[config.mk]
export PLATFORM = sky130hd
export DESIGN_NAME = dsss_bpsk_despread_detector_flat
export DESIGN_NICKNAME = d
export VERILOG_FILES = /design/src/design/dsss_pkg.sv /design/src/design/dsss_in_if.sv /design/src/design/dsss_out_if.sv /design/src/design/dsss_cfg_if.sv /design/src/design/dsss_cfg_regs.sv /design/src/design/dsss_mixer.sv /design/src/design/dsss_accum.sv /design/src/design/dsss_bpsk_despread_detector.sv /design/src/flat_wrapper.sv
export SDC_FILE = /design/constraint.sdc
export NUM_CORES = 1
export LEC_CHECK = 0
export BUFFER_PORTS_ARGS = -buffer_cell sky130_fd_sc_hd__buf_2
export CAP_MARGIN = 20
export CORE_MARGIN = 3
export CORE_UTILIZATION = 50
export DETAILED_ROUTE_END_ITERATION = 10
export HOLD_SLACK_MARGIN = 0.05
export PLACE_DENSITY = 0.66
export SKIP_CTS_REPAIR_TIMING = 1
export SLEW_MARGIN = 20
export SYNTH_ARGS = -nofsm -noshare
export SYNTH_HDL_FRONTEND = slang
export SYNTH_SLANG_ARGS = --single-unit
[constraint.sdc]
create_clock -name clk -period 12.25 [get_ports clk]
set_input_delay 2.45 -clock clk [delete_from_list [all_inputs] [get_ports clk]]
set_output_delay 2.45 -clock clk [all_outputs]
set_load 0.01 [all_outputs]
[src/design/dsss_pkg.sv]
package dsss_pkg;

  // Sizing
  localparam int MAX_SAMPLES   = 64;
  localparam int PN_LENGTH     = 15;
  localparam int SAMPLE_WIDTH  = 16;
  localparam int CARRIER_STEPS = 8;
  localparam int CARRIER_W     = 16;
  localparam int CFG_W         = 7;
  localparam int ERR_W         = 24;

  localparam int POS_W   = $clog2(MAX_SAMPLES);
  localparam int LEN_W   = $clog2(MAX_SAMPLES + 1);
  localparam int CHIP_W  = $clog2(PN_LENGTH);
  localparam int STEP_W  = $clog2(CARRIER_STEPS);
  localparam int PROD_W  = SAMPLE_WIDTH + CARRIER_W;
  // |product| <= 2^(SAMPLE_WIDTH+13), summed over up to 2^POS_W samples
  localparam int SUM_W   = SAMPLE_WIDTH + CARRIER_W - 1 + POS_W;
  localparam int CMP_W   = (CFG_W > LEN_W) ? CFG_W : LEN_W;

  // Register indexes
  localparam int REG_IDX_W = 2;
  localparam logic [REG_IDX_W-1:0] REG_SAMPLES_PER_SYMBOL = 2'd0;
  localparam logic [REG_IDX_W-1:0] REG_CHIP_PERIOD        = 2'd1;
  localparam logic [REG_IDX_W-1:0] REG_SPREAD_ENABLE      = 2'd2;

  localparam logic [CFG_W-1:0] SPSYM_RESET = CFG_W'(60);
  localparam logic [CFG_W-1:0] CPER_RESET  = CFG_W'(4);

  localparam logic [ERR_W-1:0] ERR_MAX = '1;

  // Chips that are -1 in the 15-chip PN code, bit i for chip i
  localparam logic [PN_LENGTH-1:0] PN_NEG = 15'b110_0101_0000_1110;

  typedef struct packed {
    logic [LEN_W-1:0] spsym;
    logic [LEN_W-1:0] cper;
    logic             spread_en;
  } cfg_t;

  typedef struct packed {
    logic valid;
    logic last;
  } stage_ctrl_t;

  // Force a length register into 1..MAX_SAMPLES
  function automatic logic [LEN_W-1:0] clamp_len(input logic [CFG_W-1:0] raw);
    logic [CMP_W-1:0] v;
    logic [LEN_W-1:0] r;
    v = CMP_W'(raw);
    if (v == '0) begin
      r = LEN_W'(1);
    end else if (v > CMP_W'(MAX_SAMPLES)) begin
      r = LEN_W'(MAX_SAMPLES);
    end else begin
      r = LEN_W'(v);
    end
    return r;
  endfunction

  // cos(2*pi*n/8) in Q1.14
  function automatic logic signed [CARRIER_W-1:0] carrier_q14(input logic [STEP_W-1:0] n);
    logic signed [CARRIER_W-1:0] c;
    unique case (n)
      3'd0:    c = 16'sd16384;
      3'd1:    c = 16'sd11585;
      3'd2:    c = 16'sd0;
      3'd3:    c = -16'sd11585;
      3'd4:    c = -16'sd16384;
      3'd5:    c = -16'sd11585;
      3'd6:    c = 16'sd0;
      default: c = 16'sd11585;
    endcase
    return c;
  endfunction

endpackage

[src/design/dsss_in_if.sv]
interface dsss_in_if;
  logic                                     valid;
  logic                                     ready;
  logic signed [dsss_pkg::SAMPLE_WIDTH-1:0] sample;
  logic                                     ref_bit;

  modport source (output valid, output sample, output ref_bit, input ready);
  modport sink   (input valid, input sample, input ref_bit, output ready);
endinterface

[src/design/dsss_out_if.sv]
interface dsss_out_if;
  logic                            valid;
  logic                            ready;
  logic                            detected_bit;
  logic                            bit_error;
  logic [dsss_pkg::ERR_W-1:0]      error_tally;

  modport source (output valid, output detected_bit, output bit_error, output error_tally,
                  input ready);
  modport sink   (input valid, input detected_bit, input bit_error, input error_tally,
                  output ready);
endinterface

[src/design/dsss_cfg_if.sv]
interface dsss_cfg_if;
  logic                               valid;
  logic                               ready;
  logic [dsss_pkg::REG_IDX_W-1:0]     index;
  logic [dsss_pkg::CFG_W-1:0]         data;

  modport source (output valid, output index, output data, input ready);
  modport sink   (input valid, input index, input data, output ready);
endinterface

[src/design/dsss_cfg_regs.sv]
module dsss_cfg_regs (
  input  logic                              clk,
  input  logic                              rst,
  input  logic                              wr_valid,
  output logic                              wr_ready,
  input  logic [dsss_pkg::REG_IDX_W-1:0]    wr_index,
  input  logic [dsss_pkg::CFG_W-1:0]        wr_data,
  output dsss_pkg::cfg_t                    cfg
);

  dsss_pkg::cfg_t regs;

  assign wr_ready = 1'b1;
  assign cfg      = regs;

  // Store lengths already clamped; writes beyond the list are dropped
  always_ff @(posedge clk) begin
    if (rst) begin
      regs.spsym     <= dsss_pkg::clamp_len(dsss_pkg::SPSYM_RESET);
      regs.cper      <= dsss_pkg::clamp_len(dsss_pkg::CPER_RESET);
      regs.spread_en <= 1'b1;
    end else if (wr_valid) begin
      unique case (wr_index)
        dsss_pkg::REG_SAMPLES_PER_SYMBOL: regs.spsym     <= dsss_pkg::clamp_len(wr_data);
        dsss_pkg::REG_CHIP_PERIOD:        regs.cper      <= dsss_pkg::clamp_len(wr_data);
        dsss_pkg::REG_SPREAD_ENABLE:      regs.spread_en <= wr_data[0];
        default: ;
      endcase
    end
  end

endmodule

[src/design/dsss_mixer.sv]
module dsss_mixer (
  input  logic                                     clk,
  input  logic                                     rst,
  input  dsss_pkg::cfg_t                           cfg,
  input  logic                                     in_valid,
  output logic                                     in_ready,
  input  logic signed [dsss_pkg::SAMPLE_WIDTH-1:0] in_sample,
  input  logic                                     in_ref,
  output dsss_pkg::stage_ctrl_t                    pb_ctrl,
  output logic signed [dsss_pkg::PROD_W-1:0]       pb_prod,
  output logic                                     pb_ref,
  input  logic                                     pb_free
);

  logic                                     ia_valid;
  logic signed [dsss_pkg::SAMPLE_WIDTH-1:0] ia_sample;
  logic                                     ia_ref;

  logic [dsss_pkg::POS_W-1:0]  sample_position;
  logic [dsss_pkg::POS_W-1:0]  chip_sample_count;
  logic [dsss_pkg::CHIP_W-1:0] chip_index;

  logic                                  ia_move;
  logic                                  sym_end;
  logic                                  chip_end;
  logic signed [dsss_pkg::CARRIER_W-1:0] carrier;
  logic signed [dsss_pkg::CARRIER_W-1:0] carrier_sel;
  logic signed [dsss_pkg::PROD_W-1:0]    prod;

  assign ia_move  = ia_valid && pb_free;
  assign in_ready = !ia_valid || pb_free;

  // End of symbol and end of chip against the current lengths
  assign sym_end  = ({1'b0, sample_position} + 1'b1) >= dsss_pkg::LEN_W'(cfg.spsym);
  assign chip_end = ({1'b0, chip_sample_count} + 1'b1) >= dsss_pkg::LEN_W'(cfg.cper);

  // Flip the carrier for a negative chip, then one multiply
  assign carrier     = dsss_pkg::carrier_q14(sample_position[dsss_pkg::STEP_W-1:0]);
  assign carrier_sel = (cfg.spread_en && dsss_pkg::PN_NEG[chip_index]) ? -carrier : carrier;
  assign prod        = dsss_pkg::PROD_W'(ia_sample) * dsss_pkg::PROD_W'(carrier_sel);

  // Input register
  always_ff @(posedge clk) begin
    if (rst) begin
      ia_valid <= 1'b0;
    end else if (in_valid && in_ready) begin
      ia_valid <= 1'b1;
    end else if (ia_move) begin
      ia_valid <= 1'b0;
    end
  end

  always_ff @(posedge clk) begin
    if (in_valid && in_ready) begin
      ia_sample <= in_sample;
      ia_ref    <= in_ref;
    end
  end

  // Advance symbol and chip counters once per sample
  always_ff @(posedge clk) begin
    if (rst) begin
      sample_position   <= '0;
      chip_sample_count <= '0;
      chip_index        <= '0;
    end else if (ia_move) begin
      if (sym_end) begin
        sample_position   <= '0;
        chip_sample_count <= '0;
        chip_index        <= '0;
      end else begin
        sample_position <= sample_position + 1'b1;
        if (chip_end) begin
          chip_sample_count <= '0;
          chip_index        <= (chip_index == dsss_pkg::CHIP_W'(dsss_pkg::PN_LENGTH - 1))
                               ? '0 : chip_index + 1'b1;
        end else begin
          chip_sample_count <= chip_sample_count + 1'b1;
        end
      end
    end
  end

  // Product register
  always_ff @(posedge clk) begin
    if (rst) begin
      pb_ctrl.valid <= 1'b0;
    end else if (ia_move) begin
      pb_ctrl.valid <= 1'b1;
    end else if (pb_free) begin
      pb_ctrl.valid <= 1'b0;
    end
  end

  always_ff @(posedge clk) begin
    if (ia_move) begin
      pb_ctrl.last <= sym_end;
      pb_prod      <= prod;
      pb_ref       <= ia_ref;
    end
  end

endmodule

[src/design/dsss_accum.sv]
module dsss_accum (
  input  logic                               clk,
  input  logic                               rst,
  input  dsss_pkg::stage_ctrl_t              pb_ctrl,
  input  logic signed [dsss_pkg::PROD_W-1:0] pb_prod,
  input  logic                               pb_ref,
  output logic                               pb_free,
  output logic                               out_valid,
  input  logic                               out_ready,
  output logic                               out_detected,
  output logic                               out_error,
  output logic [dsss_pkg::ERR_W-1:0]         out_count
);

  logic signed [dsss_pkg::SUM_W-1:0] correlation_sum;
  logic [dsss_pkg::ERR_W-1:0]        error_total;

  logic signed [dsss_pkg::SUM_W-1:0] sum_new;
  logic                              out_free;
  logic                              pb_move;
  logic                              det;
  logic                              err;
  logic [dsss_pkg::ERR_W-1:0]        error_total_next;

  assign out_free = !out_valid || out_ready;
  // Mid-symbol beats never wait on the result register
  assign pb_move  = pb_ctrl.valid && (!pb_ctrl.last || out_free);
  assign pb_free  = !pb_ctrl.valid || pb_move;

  // Accumulate and decide; a zero sum decides 0
  assign sum_new = correlation_sum + dsss_pkg::SUM_W'(pb_prod);
  assign det     = !sum_new[dsss_pkg::SUM_W-1] && (sum_new != '0);
  assign err     = det != pb_ref;
  assign error_total_next = (err && error_total != dsss_pkg::ERR_MAX)
                            ? error_total + 1'b1 : error_total;

  always_ff @(posedge clk) begin
    if (rst) begin
      correlation_sum <= '0;
      error_total     <= '0;
    end else if (pb_move) begin
      if (pb_ctrl.last) begin
        correlation_sum <= '0;
        error_total     <= error_total_next;
      end else begin
        correlation_sum <= sum_new;
      end
    end
  end

  // Result register
  always_ff @(posedge clk) begin
    if (rst) begin
      out_valid <= 1'b0;
    end else if (pb_move && pb_ctrl.last) begin
      out_valid <= 1'b1;
    end else if (out_ready) begin
      out_valid <= 1'b0;
    end
  end

  always_ff @(posedge clk) begin
    if (pb_move && pb_ctrl.last) begin
      out_detected <= det;
      out_error    <= err;
      out_count    <= error_total_next;
    end
  end

endmodule

[src/design/dsss_bpsk_despread_detector.sv]
// DS-BPSK correlation receiver. One signed Q2.13 sample is taken per beat and may
// arrive every clock cycle while the input is not stalled; it is mixed with an eight-step
// cosine carrier and, when spread_enable is set, with a 15-chip PN code whose chip lasts
// a programmable number of samples and restarts with each symbol. After samples_per_symbol
// samples one result beat carries the decided bit (1 when the sum is positive), whether
// it differs from ref_bit of that last sample, and the saturating error total. A sample
// passes an input register, one multiply into a product register, and one accumulate
// and decide into the result register. A waiting result stalls the input only when the
// next symbol end reaches it. Lengths of 0 act as 1 and lengths above 64 act as 64;
// configuration writes are always ready and never clear the symbol state.
module dsss_bpsk_despread_detector (
  input  logic        clk,
  input  logic        rst,
  dsss_cfg_if.sink    cfg,
  dsss_in_if.sink     samples,
  dsss_out_if.source  results
);

  dsss_pkg::cfg_t                           cfg_q;
  dsss_pkg::stage_ctrl_t                    pb_ctrl;
  logic signed [dsss_pkg::PROD_W-1:0]       pb_prod;
  logic                                     pb_ref;
  logic                                     pb_free;

  dsss_cfg_regs u_cfg (
    .clk      (clk),
    .rst      (rst),
    .wr_valid (cfg.valid),
    .wr_ready (cfg.ready),
    .wr_index (cfg.index),
    .wr_data  (cfg.data),
    .cfg      (cfg_q)
  );

  dsss_mixer u_mixer (
    .clk       (clk),
    .rst       (rst),
    .cfg       (cfg_q),
    .in_valid  (samples.valid),
    .in_ready  (samples.ready),
    .in_sample (samples.sample),
    .in_ref    (samples.ref_bit),
    .pb_ctrl   (pb_ctrl),
    .pb_prod   (pb_prod),
    .pb_ref    (pb_ref),
    .pb_free   (pb_free)
  );

  dsss_accum u_accum (
    .clk          (clk),
    .rst          (rst),
    .pb_ctrl      (pb_ctrl),
    .pb_prod      (pb_prod),
    .pb_ref       (pb_ref),
    .pb_free      (pb_free),
    .out_valid    (results.valid),
    .out_ready    (results.ready),
    .out_detected (results.detected_bit),
    .out_error    (results.bit_error),
    .out_count    (results.error_tally)
  );

endmodule

[src/flat_wrapper.sv]
// flat-port wrapper written by rule: the top's interface ports become plain ports
module dsss_bpsk_despread_detector_flat 
  (clk, rst, cfg_valid, cfg_index, cfg_data, cfg_ready, samples_valid, samples_sample, samples_ref_bit, samples_ready, results_valid, results_detected_bit, results_bit_error, results_error_tally, results_ready);
  dsss_cfg_if cfg_i ();
  dsss_in_if samples_i ();
  dsss_out_if results_i ();
  input  logic clk;
  input  logic rst;
  input wire logic [$bits(cfg_i.valid)-1:0] cfg_valid;
  input wire logic [$bits(cfg_i.index)-1:0] cfg_index;
  input wire logic [$bits(cfg_i.data)-1:0] cfg_data;
  output wire logic [$bits(cfg_i.ready)-1:0] cfg_ready;
  input wire logic [$bits(samples_i.valid)-1:0] samples_valid;
  input wire logic [$bits(samples_i.sample)-1:0] samples_sample;
  input wire logic [$bits(samples_i.ref_bit)-1:0] samples_ref_bit;
  output wire logic [$bits(samples_i.ready)-1:0] samples_ready;
  output wire logic [$bits(results_i.valid)-1:0] results_valid;
  output wire logic [$bits(results_i.detected_bit)-1:0] results_detected_bit;
  output wire logic [$bits(results_i.bit_error)-1:0] results_bit_error;
  output wire logic [$bits(results_i.error_tally)-1:0] results_error_tally;
  input wire logic [$bits(results_i.ready)-1:0] results_ready;
  assign cfg_i.valid = cfg_valid;
  assign cfg_i.index = cfg_index;
  assign cfg_i.data = cfg_data;
  assign cfg_ready = cfg_i.ready;
  assign samples_i.valid = samples_valid;
  assign samples_i.sample = samples_sample;
  assign samples_i.ref_bit = samples_ref_bit;
  assign samples_ready = samples_i.ready;
  assign results_valid = results_i.valid;
  assign results_detected_bit = results_i.detected_bit;
  assign results_bit_error = results_i.bit_error;
  assign results_error_tally = results_i.error_tally;
  assign results_i.ready = results_ready;
  dsss_bpsk_despread_detector u_core (.clk(clk), .rst(rst), .cfg(cfg_i), .samples(samples_i), .results(results_i));
endmodule
Word-level counts from Yosys, hierarchy flattened. Memory sizes are Yosys's and may differ from the RTL's. A register that Yosys moved wholly into a read port is not among the register bits. Index checks and enable logic that the tools add are counted.

Bits in read-only memories: 16. Memories kept: 1. Output and inout port bits: 29. Input port bits: 31. Register bits: 172.

Memories: (name not given) (depth 16, bits a word 1, rd ports 1, clocked after memory_dff 1, write ports 0, RTL line dsss_mixer.sv:39) `assign carrier_sel = (cfg.spread_en && dsss_pkg::PN_NEG[chip_index]) ? -carrier : carrier;`.

$lt $le $gt $ge: 4. Reduce and logical (&&, ||, !) cells: 31. $add $sub $neg: 8. Multipliers: 1. Mux-type cells: 21. Equality and inequality tests: 10.

Operator list (number): 16-bit case mux with 4 select lines (1); 37-bit by 32-bit adder with 37-bit output (1); 37-bit two-way mux (1); 37-bit nonzero test (1); 16-bit by 16-bit multiplier with 32-bit output (1); 24-bit by 1-bit adder with 24-bit output, second input constant (1); 24-bit two-way mux (1); 24-bit != test, second input constant (1); 4-bit two-way mux (5); 6-bit two-way mux (3); 16-bit two-way mux (1); 16-bit negator (1); 6-bit by 1-bit adder with 7-bit output, second input constant (2); 7-bit greater-or-equal comparator (2); 7-bit two-way mux (2); 6-bit by 1-bit adder with 6-bit output, second input constant (2); 2-bit AND reduction (5); 3-bit == test, second input constant (3); 2-bit nonzero test (4); 7-bit > comparator, second input constant (1); 1-bit logical AND (7); 7-bit zero test (1); 1-bit two-way mux (7); 3-bit by 2-bit == test with 1-bit output, second input constant (2); 11 further kinds (19).

Longest topological paths before layout. Gate-level depths: netlist of run 1.

Word-level depth: 9. Gate-level depth with buffers: 32.

Hierarchy. A second synthesis of run 1 with hierarchy kept.

Cells, all modules: 1983. Area total of the unflattened synthesis: 18913.1 µm².

Modules (own cells, without submodules): dsss_mixer (area an instance 12100.4 µm², cells an instance 1179, instances 1); dsss_accum (area an instance 6154.7 µm², cells an instance 734, instances 1); dsss_cfg_regs (area an instance 658.1 µm², cells an instance 70, instances 1).

Worst setup path before layout of run 1. No wires, ideal clock.

Path type: reg-to-reg. Start point: reg u_core.u_mixer.sample_position[0] (netlist bit). End point: reg u_core.u_mixer.pb_prod[30] (netlist bit) (data pin). Cell stages (with the launch flop): 29. Path buffers: 0. Setup slack: 4720 ps. Period minus slack after synthesis: 7530 ps. Arrival: 7268 ps. Path through: dfxtp_1 -> ha_1 -> nor2b_1 -> a21oi_1 -> nand2_1 -> o21ai_1 -> nand2_1 -> inv_1 -> fa_1 -> fa_1 -> inv_1 -> fa_1 -> fa_1 -> fa_1 -> fa_1 -> inv_1 -> ha_1 -> a21o_1 -> a21oi_1 -> o21bai_1 -> a21oi_1 -> o21bai_1 -> a21o_1 -> a21o_1 -> nor2_1 -> o31ai_1 -> a21oi_1 -> a21oi_1 -> xor2_1.

Word-level cells in the longest chain between the ends: 6. Elaborated cells between the ends (all ways): 12. Those cells by class: add/sub (1); mul (1); eq/ne (5); mux (2); reduce/logical (3).

Ends and longest elaborated chain: start, declared (RTL line dsss_mixer.sv:19) `logic [dsss_pkg::POS_W-1:0] sample_position;`; start signal, assigned (RTL line dsss_mixer.sv:72) `sample_position <= sample_position + 1'b1;`; 3-bit == test or 3-bit by 2-bit == test with 1-bit output (tied branches) (RTL line dsss_pkg.sv:64) `unique case (n)`; 2-bit OR reduction (no source line); 16-bit case mux with 4 select lines (*) (RTL line dsss_pkg.sv:64); 16-bit negator (RTL line dsss_mixer.sv:39); 16-bit two-way mux (*) (RTL line dsss_mixer.sv:39); 16-bit by 16-bit multiplier with 32-bit output (*) (RTL line dsss_mixer.sv:40) `assign prod = dsss_pkg::PROD_W'(ia_sample) * dsss_pkg::PROD_W'(carrier_sel);`; via u_core.u_mixer.prod (one bit) (RTL line dsss_mixer.sv:28) `logic signed [dsss_pkg::PROD_W-1:0] prod;`; end signal, assigned (RTL line dsss_mixer.sv:98) `pb_prod <= prod;`; end, declared (RTL line dsss_mixer.sv:10) `output logic signed [dsss_pkg::PROD_W-1:0] pb_prod,`.

The timed path passes the listed nets; every way through them passes the cells marked *. A chain may end at the register's enable or synchronous reset.

Worst setup path in the final report of run 1. Same ends and word-level chain as after synthesis.

==> results of run 1 <==
registers in the layout (all words and copies together), names as in the netlist, named ones only:
register,flops
u_core.u_mixer.pb_prod,32
u_core.u_mixer.ia_sample,16
u_core.u_mixer.pb_ctrl,2
u_core.u_accum.out_error,1
u_core.u_mixer.ia_valid,1
u_core.u_accum.out_detected,1
u_core.u_accum.error_total,24
u_core.u_accum.out_valid,1
u_core.u_mixer.ia_ref,1
u_core.u_cfg.cfg,15
u_core.u_accum.out_count,24
u_core.u_accum.correlation_sum,37
u_core.u_mixer.chip_index,4
u_core.u_mixer.sample_position,6
u_core.u_mixer.pb_ref,1
u_core.u_mixer.chip_sample_count,6
final cells by class:
cell class                 instances  area (sq um)
timing repair buffer              69           375
clock buffer                      17           425
multi-input combinational       1403         13100
fill                            3283         16700
tap                              504           631
inverter                         335          1260
sequential                       173          4230
clock inverter                    15           174
routing by layer:
layer | up-vias | part of all wire
met5 | - | 0
met4 | 0 | 0.013
met3 | 35 | 0.036
met2 | 282 | 0.47
met1 | 6575 | 0.48
li1 | 6522 | -
kinds of logic (layout without fill, tap and decap cells):
kind of cell    after synthesis  in the layout
simple gates                548            548
xor+xnor                     91             91
other cells                   1              1
flops                       173            173
fa+ha+maj                   412            412
mux                          34             34
buf+inv                     389            436
compound gates              317            317
worst paths after layout:
| check | endpoint | slack, ps |
|---|---|---|
| setup / recovery | u_core.u_mixer.pb_prod[30]$_DFFE_PP_ | 4160 |
| hold / removal | u_core.u_mixer.pb_ref$_DFFE_PP_ | 440 |
| setup reg to reg | u_core.u_mixer.pb_prod[30]$_DFFE_PP_ | 4160 |
| hold reg to reg | u_core.u_mixer.pb_ref$_DFFE_PP_ | 440 |
where the power goes:
group          total (mW)  leakage (nW)  switching, mW  internal, mW
Combinational        1.43          7.53          0.843         0.589
Sequential          0.727          1.55         0.0340         0.693
Clock               0.560         0.295          0.268         0.292
Total                2.72          9.37           1.15          1.57
through the flow:
| step | cells | hold WS [ps] |
|---|---|---|
| 2_1_floorplan | 1965 | 400 |
| 3_3_place_gp | 2484 | 406 |
| 3_5_place_dp | 2484 | 440 |
| 4_1_cts | 2516 | 446 |
| 5_1_grt | 2516 | 446 |
| 6_report | 2516 | 441 |
cells in the mapped netlist, types with 4 or more instances:
cell type and number:
buf_1 5, nand3_1 53, and3_1 26, dfxtp_1 96
mux2i_1 13, a21o_1 35, or3_1 6, a21oi_1 100
o21ai_1 4, o211ai_1 18, a31o_2 4, or2_2 18
and2_1 26, a211oi_1 16, nand4_1 13, nor3b_1 10
a22oi_1 24, buf_4 4, buf_6 4, xor2_1 29
nor2b_1 43, o21bai_1 18, a31oi_1 8, xnor2_1 61
nor2_1 148, fa_1 257, nand2_1 134, mux2_1 4
clkbuf_1 38, ha_1 155, inv_1 334, o21ai_0 38
edfxtp_1 77, nand2b_1 11, o31ai_1 7, nor3_1 34
nand3b_1 5, mux2_2 16, o21a_1 9
==> results by group, run 1 <==
Yosys
  • Post-synth ARST share: 0
  • Post-synthesis xor/xnor area fraction: 0.0428
  • Synth top area share: 0.273
  • Adder-cell share of the synthesized area: 0.376
  • Seq/Total Area, Yosys: 0.225
  • Largest cells by area after synthesis: fa_1, edfxtp_1, ha_1, dfxtp_1, inv_1
  • Post-synthesis simple-gate area fraction: 0.143
  • Synthesis-stage register bit count: 173
  • EDFF count, synth: 77
  • Synth Warn #: 0
  • Top FF cell, synth: dfxtp_1
  • Yosys top cell by area: fa_1
  • Largest family of logic cells by synthesized area: adder cells
  • Compound-Gate Fraction of Synth Area: 0.113
  • Cell variety after synth: 87
  • Mapped Area: 18800 sq um
  • Post-synth net total: 2408
  • Synth Instances: 1965
  • Post-synthesis area per instance: 9.58 sq um
  • Mux share of post-synthesis cell area: 0.0197

Clock network
  • CTS tree: built
  • CTS root buffer: clkbuf_16
  • Clock sinks: 173
  • Clk pin slew, worst setup/hold paths: 70 ps
  • Clk_lat worst skew: 450 ps
  • TritonCTS Buffers: 17
  • Total number of H-tree levels: 4
  • Max Buffers Root-to-Sink: 2

Critical path
  • Startpoint Class: register
  • Buffers and inverters on the worst path: 4
  • CP startpoint: u_core.u_mixer.sample_position[0]$_SDFFE_PP0P_
  • Worst EP required: 12430 ps
  • Worst setup EP type: register
  • Reg2reg path depth: 29
  • Critical path arrival: 8280 ps
  • Critical path depth: 29
  • Crit-path leading delay family: adder cells
  • Slowest stage delay, CP: 630 ps
  • Crit-path max FO: 28
  • Critical path's most frequent cell: fa_1
  • RR Startpoint: u_core.u_mixer.sample_position[0]$_SDFFE_PP0P_
  • CP Class: reg2reg
  • Slowest-stage cell, CP: inv_1

GRT
  • Met3 Use GR: 0.0292
  • Vias in the first global route: 13.8k
  • Tot GR Track Use: 0.219
  • Largest net degree at the start of global routing: 61
  • First-pass GRT wire length: 70200 um
  • M1 GR Usage: 0.308
  • Met2 usage: 0.369
  • Busiest grt layer: met2
  • Initial antenna violation count: 1
  • GRT overflow: 0

Pwr
  • Max VDD drop: 96.8 uV
  • Pwr/cell area: 135 nW/um^2
  • Power, Total: 2.72 mW
  • Leak: 9.37 nW

Floorplanning
  • Number of placement rows: 70
  • Area of the die: 40000 sq um
  • Core ar.: 36900 sq um
  • Initial Util: 0.510
  • Die Height: 200 um
  • Die width: 200 um
  • Ports: 60

STA
  • Slew HR: 0.468
  • Worst Clk Skew: 13.1 ps
  • Final slew viol count: 0
  • TNS Setup: 0 ps
  • Final worst path period need: 8090 ps
  • Setup violators final: 0
  • RSZ-0062 raised after global routing: no
  • Max Fclk: 124 MHz
  • Final worst slack: 4160 ps
  • Least-Margin Pin Slew: 798 ps
  • Period utilization: 0.661
  • Hold Fails Final Rpt: 0

Final layout
  • Commonest non-fill, non-tap cells in the layout: inv_1, fa_1, ha_1
  • Fin nets: 2442
  • Commonest non-fill, non-tap cell in the layout: inv_1
  • ANT cells: 0
  • Share of cells above drive strength 1: 0.0815
  • Fin area: 20200 sq um
  • Area growth from synthesis to layout: 7.19%
  • Final Util: 0.547

Min path
  • Worst hold-check path type: reg2reg
  • Hold Path Depth: 0
  • Hold path start: u_core.u_mixer.ia_ref$_DFFE_PP_

Drt
  • Antenna-violating nets left: 0
  • Wire per inst: 16.4 um
  • Vias/cell: 5.33
  • DR vias: 13.4k
  • Initial DRC Count: 792
  • DRT Wirelength: 41200 um
  • Pre-antenna DRT Iters: 5
  • # DRC: 0

Placement
  • Hpwl dp: 33800 um
  • Placed instance area: 19600 sq um
  • PortBufs: 58
  • Worst slack, placed: 4160 ps
  • GP Congestion: 0.907

Run status
  • Run status: finished clean

Flow run
  • MaxCap Viol Count: 0
Power figures use the tool's default switching activity.
==> inputs of run 2 (changes only) <==
--- a/config.mk
+++ b/config.mk
@@ -5,13 +5,14 @@
 export SDC_FILE = /design/constraint.sdc
 export NUM_CORES = 1
 export LEC_CHECK = 0
+export ABC_AREA = 1
 export BUFFER_PORTS_ARGS = -buffer_cell sky130_fd_sc_hd__buf_2
 export CAP_MARGIN = 20
 export CORE_MARGIN = 3
 export CORE_UTILIZATION = 50
 export DETAILED_ROUTE_END_ITERATION = 10
 export HOLD_SLACK_MARGIN = 0.05
-export PLACE_DENSITY = 0.66
+export PLACE_DENSITY = 0.69
 export SKIP_CTS_REPAIR_TIMING = 1
 export SLEW_MARGIN = 20
 export SYNTH_ARGS = -nofsm -noshare
==> constraint.sdc (replaced) <==
create_clock -name clk -period 6.7 [get_ports clk]
set_input_delay 1.34 -clock clk [delete_from_list [all_inputs] [get_ports clk]]
set_output_delay 1.34 -clock clk [all_outputs]
set_load 0.01 [all_outputs]
==> results by group, run 2 <==
Run status
  • Run status: finished clean

GRT
  • Initial antenna violation count: 0 (-1)
  • Vias in the first global route: 15.9k (+16%)
  • Largest net degree at the start of global routing: 75 (+23%)
  • First-pass GRT wire length: 78100 um (+11%)
  • Tot GR Track Use: 0.232 (+0.0124)
  • GRT overflow: 0 (unchanged)

Yosys
  • Yosys top cell by area: fa_1
  • Post-synthesis area per instance: 7.99 sq um (-17%)
  • Post-synth ARST share: 0 (unchanged)
  • Cell with the most instances after synthesis: inv_1
  • Top FF cell, synth: dfxtp_1
  • Seq/Total Area, Yosys: 0.216 (-0.00873)
  • Cell variety after synth: 47 (-46%)
  • Synth Instances: 2450 (+25%)
  • Synthesis-stage register bit count: 173 (unchanged)
  • Mapped Area: 19600 sq um (+4.0%)
  • Synth Warn #: 0 (unchanged)
  • Post-synth net total: 2893 (+20%)
  • Top post-synthesis cells by count: inv_1, nand2_1, fa_1
  • Synth top area share: 0.263 (-0.0106)
  • EDFF count, synth: 77 (unchanged)
  • Largest cells by area after synthesis: fa_1, edfxtp_1, inv_1, nand2_1, ha_1

Drt
  • Antenna-violating nets left: 0 (unchanged)
  • Vias/cell: 5.08 (-4.7%)
  • Met2 routed WL: 22900 um (+17%)
  • Metal3 WL: 2330 um (+56%)
  • DR top layer: met4
  • Wire per inst: 15.6 um (-5.0%)
  • Metal-1 WL: 21700 um (+11%)
  • Initial DRC Count: 1035 (+31%)
  • # DRC: 0 (unchanged)
  • DRT Wirelength: 48500 um (+18%)
  • Pre-antenna DRT Iters: 6 (+1)
  • DR vias: 15.8k (+18%)

Pwr
  • Switch share: 0.462 (+0.0405)
  • Max VDD drop: 276 uV (+190%)
  • Int Pwr: 3.80 mW (+140%)
  • Leak: 11.1 nW (+19%)
  • Pwr/cell area: 314 nW/um^2 (+130%)
  • Clk network pwr share: 0.144 (-0.062)
  • Comb power frac: 0.656 (+0.129)
  • Sequential fraction of design power: 0.200 (-0.067)
  • Sw Pwr: 3.26 mW (+180%)
  • Power, Total: 7.05 mW (+160%)

Final layout
  • Max FFs per register: 37 (unchanged)
  • Fin area: 22500 sq um (+11%)
  • Layout fillers: 3319 (+1.1%)
  • ANT cells: 0 (unchanged)
  • Top Registers: u_core.u_accum.correlation_sum (37), u_core.u_mixer.pb_prod (32)
  • Commonest non-fill, non-tap cells in the layout: inv_1, nand2_1, fa_1
  • Largest Register: u_core.u_accum.correlation_sum
  • Share of cells above drive strength 1: 0.142 (+0.0602)
  • Fin nets: 3033 (+24%)
  • Commonest non-fill, non-tap cell in the layout: inv_1
  • Area growth from synthesis to layout: 14.8%

Placement
  • GP Congestion: 0.976 (+7.5%)
  • Placed instance area: 21000 sq um (+7.2%)
  • Hpwl dp: 38600 um (+14%)
  • PortBufs: 58 (unchanged)
  • Worst slack, placed: -15.2 ps (-4180 ps)

STA
  • Final slew viol count: 0 (unchanged)
  • Hold Fails Final Rpt: 0 (unchanged)
  • Max Fclk: 152 MHz (+23%)
  • Slew HR: 0.390 (-0.0788)
  • Least-Margin Pin Slew: 909 ps (+111 ps)
  • Period utilization: 0.981 (+0.320)
  • Final worst path period need: 6570 ps (-1520 ps)
  • RSZ-0062 raised after global routing: yes
  • Setup violators final: 0 (unchanged)
  • Worst Clk Skew: 14.7 ps (+1.64 ps)
  • Final worst slack: 129 ps (-4030 ps)

Clock network
  • Clock sinks: 173 (unchanged)
  • CTS tree: built
  • Clk pin slew, worst setup/hold paths: 70 ps (about the same)
  • Clk_lat worst skew: 450 ps (about the same)
  • CTS root buffer: clkbuf_16
  • Max Buffers Root-to-Sink: 2 (unchanged)
  • TritonCTS Buffers: 17 (unchanged)
  • Total number of H-tree levels: 4 (unchanged)

Flow run
  • MaxCap Viol Count: 0 (unchanged)

Floorplanning
  • Ports: 60 (unchanged)
  • Number of placement rows: 71 (+1.4%)
  • Area of the die: 41600 sq um (+3.9%)
  • Initial Util: 0.514 (+0.00336)
  • Die width: 204 um (+1.9%)
  • Core ar.: 38100 sq um (+3.4%)
  • Die Height: 204 um (+1.9%)

Critical path
  • Worst EP required: 6900 ps (-5530 ps)
  • Critical path arrival: 6770 ps (-1510 ps)
  • Startpoint Class: register
  • Worst setup EP type: register
  • R2R Setup Slk: 130 ps (-4030 ps)
  • Slowest-stage cell, CP: fa_2
  • CP Class: reg2reg
  • Slowest stage delay, CP: 550 ps (-80 ps)
  • Crit-path max FO: 8 (-71%)
  • Critical path's most frequent cell: inv_1
  • Reg2reg path depth: 31 (+6.9%)

Min path
  • Hold Path Depth: 0 (unchanged)
  • Worst hold-check path type: reg2reg
==> run 2: cell count changes after synthesis, sizes merged, moves of 29 or more <==
cell,before,now
a21o,38,2
a21oi,100,142
inv,334,603
nand2,134,553
nand3,53,119
nand4,13,42
nor2b,43,1
xnor2,62,13
xor2,29,59
==> run 2: final timing paths <==
check                                            startpoint                              endpoint
min                         u_core.u_mixer.ia_ref$_DFFE_PP_       u_core.u_mixer.pb_ref$_DFFE_PP_
min reg2reg                 u_core.u_mixer.ia_ref$_DFFE_PP_       u_core.u_mixer.pb_ref$_DFFE_PP_
max          u_core.u_mixer.sample_position[0]$_SDFFE_PP0P_  u_core.u_mixer.pb_prod[23]$_DFFE_PP_
max reg2reg  u_core.u_mixer.sample_position[0]$_SDFFE_PP0P_  u_core.u_mixer.pb_prod[23]$_DFFE_PP_
==> run 2: worst max-delay path: cells and delay by family (launching register included) <==
kind | cells | cell delay, ps
flops | 1 | 350
simple gates | 7 | 750
xor+xnor | 1 | 150
buf+inv | 10 | 860
compound gates | 5 | 600
fa+ha+maj | 8 | 3580
==> run 2: final cells by class <==
class / instances / area, sq um / area share
clock buffers: 18 / 439 / 0.0195
multi-input cells: 1636 / 13600 / 0.603
well taps: 511 / 639 / 0.0285
repair buffers: 159 / 1170 / 0.0521
flip-flops and latches: 173 / 4240 / 0.189
clock inverters: 14 / 150 / 0.00668
inverters: 603 / 2280 / 0.101
==> run 2: cells by family (layout without fill, tap and decap cells) <==
| logic type | after synthesis | in the layout | share of synthesized area |
|---|---|---|---|
| buf+inv | 641 | 794 | 0.125 |
| simple gates | 929 | 929 | 0.203 |
| compound gates | 222 | 222 | 0.0614 |
| other cells | 1 | 1 | 0.000192 |
| xor+xnor | 72 | 72 | 0.0326 |
| fa+ha+maj | 412 | 412 | 0.362 |
| flops | 173 | 173 | 0.216 |
==> run 2: stage by stage <==
stage	cells	TNS [ps]	util	hold WS, ps
finish	3114	0	0.590	423
global route	3114	-1070	0.590	459
CTS	3077	-27.7	0.566	425
detailed placement	3045	-15.2	0.550	408
global placement	3045	0	0.550	408
floorplan	2450	-4.13	-	400
==> run 2: power by group through the flow <==
| stage | Clock [mW] | Sequential (mW) | Combinational [mW] |
|---|---|---|---|
| 2_1_floorplan | 0 | 1.40 | 2.99 |
| 3_3_place_gp | 0 | 1.42 | 3.81 |
| 3_5_place_dp | 0 | 1.43 | 3.89 |
| 4_1_cts | 1.04 | 1.41 | 3.92 |
| 5_1_grt | 1.08 | 1.41 | 5.13 |
| 6_report | 1.02 | 1.41 | 4.63 |
==> run 2: routing by layer <==
metal | up-vias | global-route usage
met3 | 95 | 0.0350
met4 | 0 | 0.0659
met2 | 409 | 0.386
met1 | 7565 | 0.318
li1 | 7760 | -
met5 | - | 0
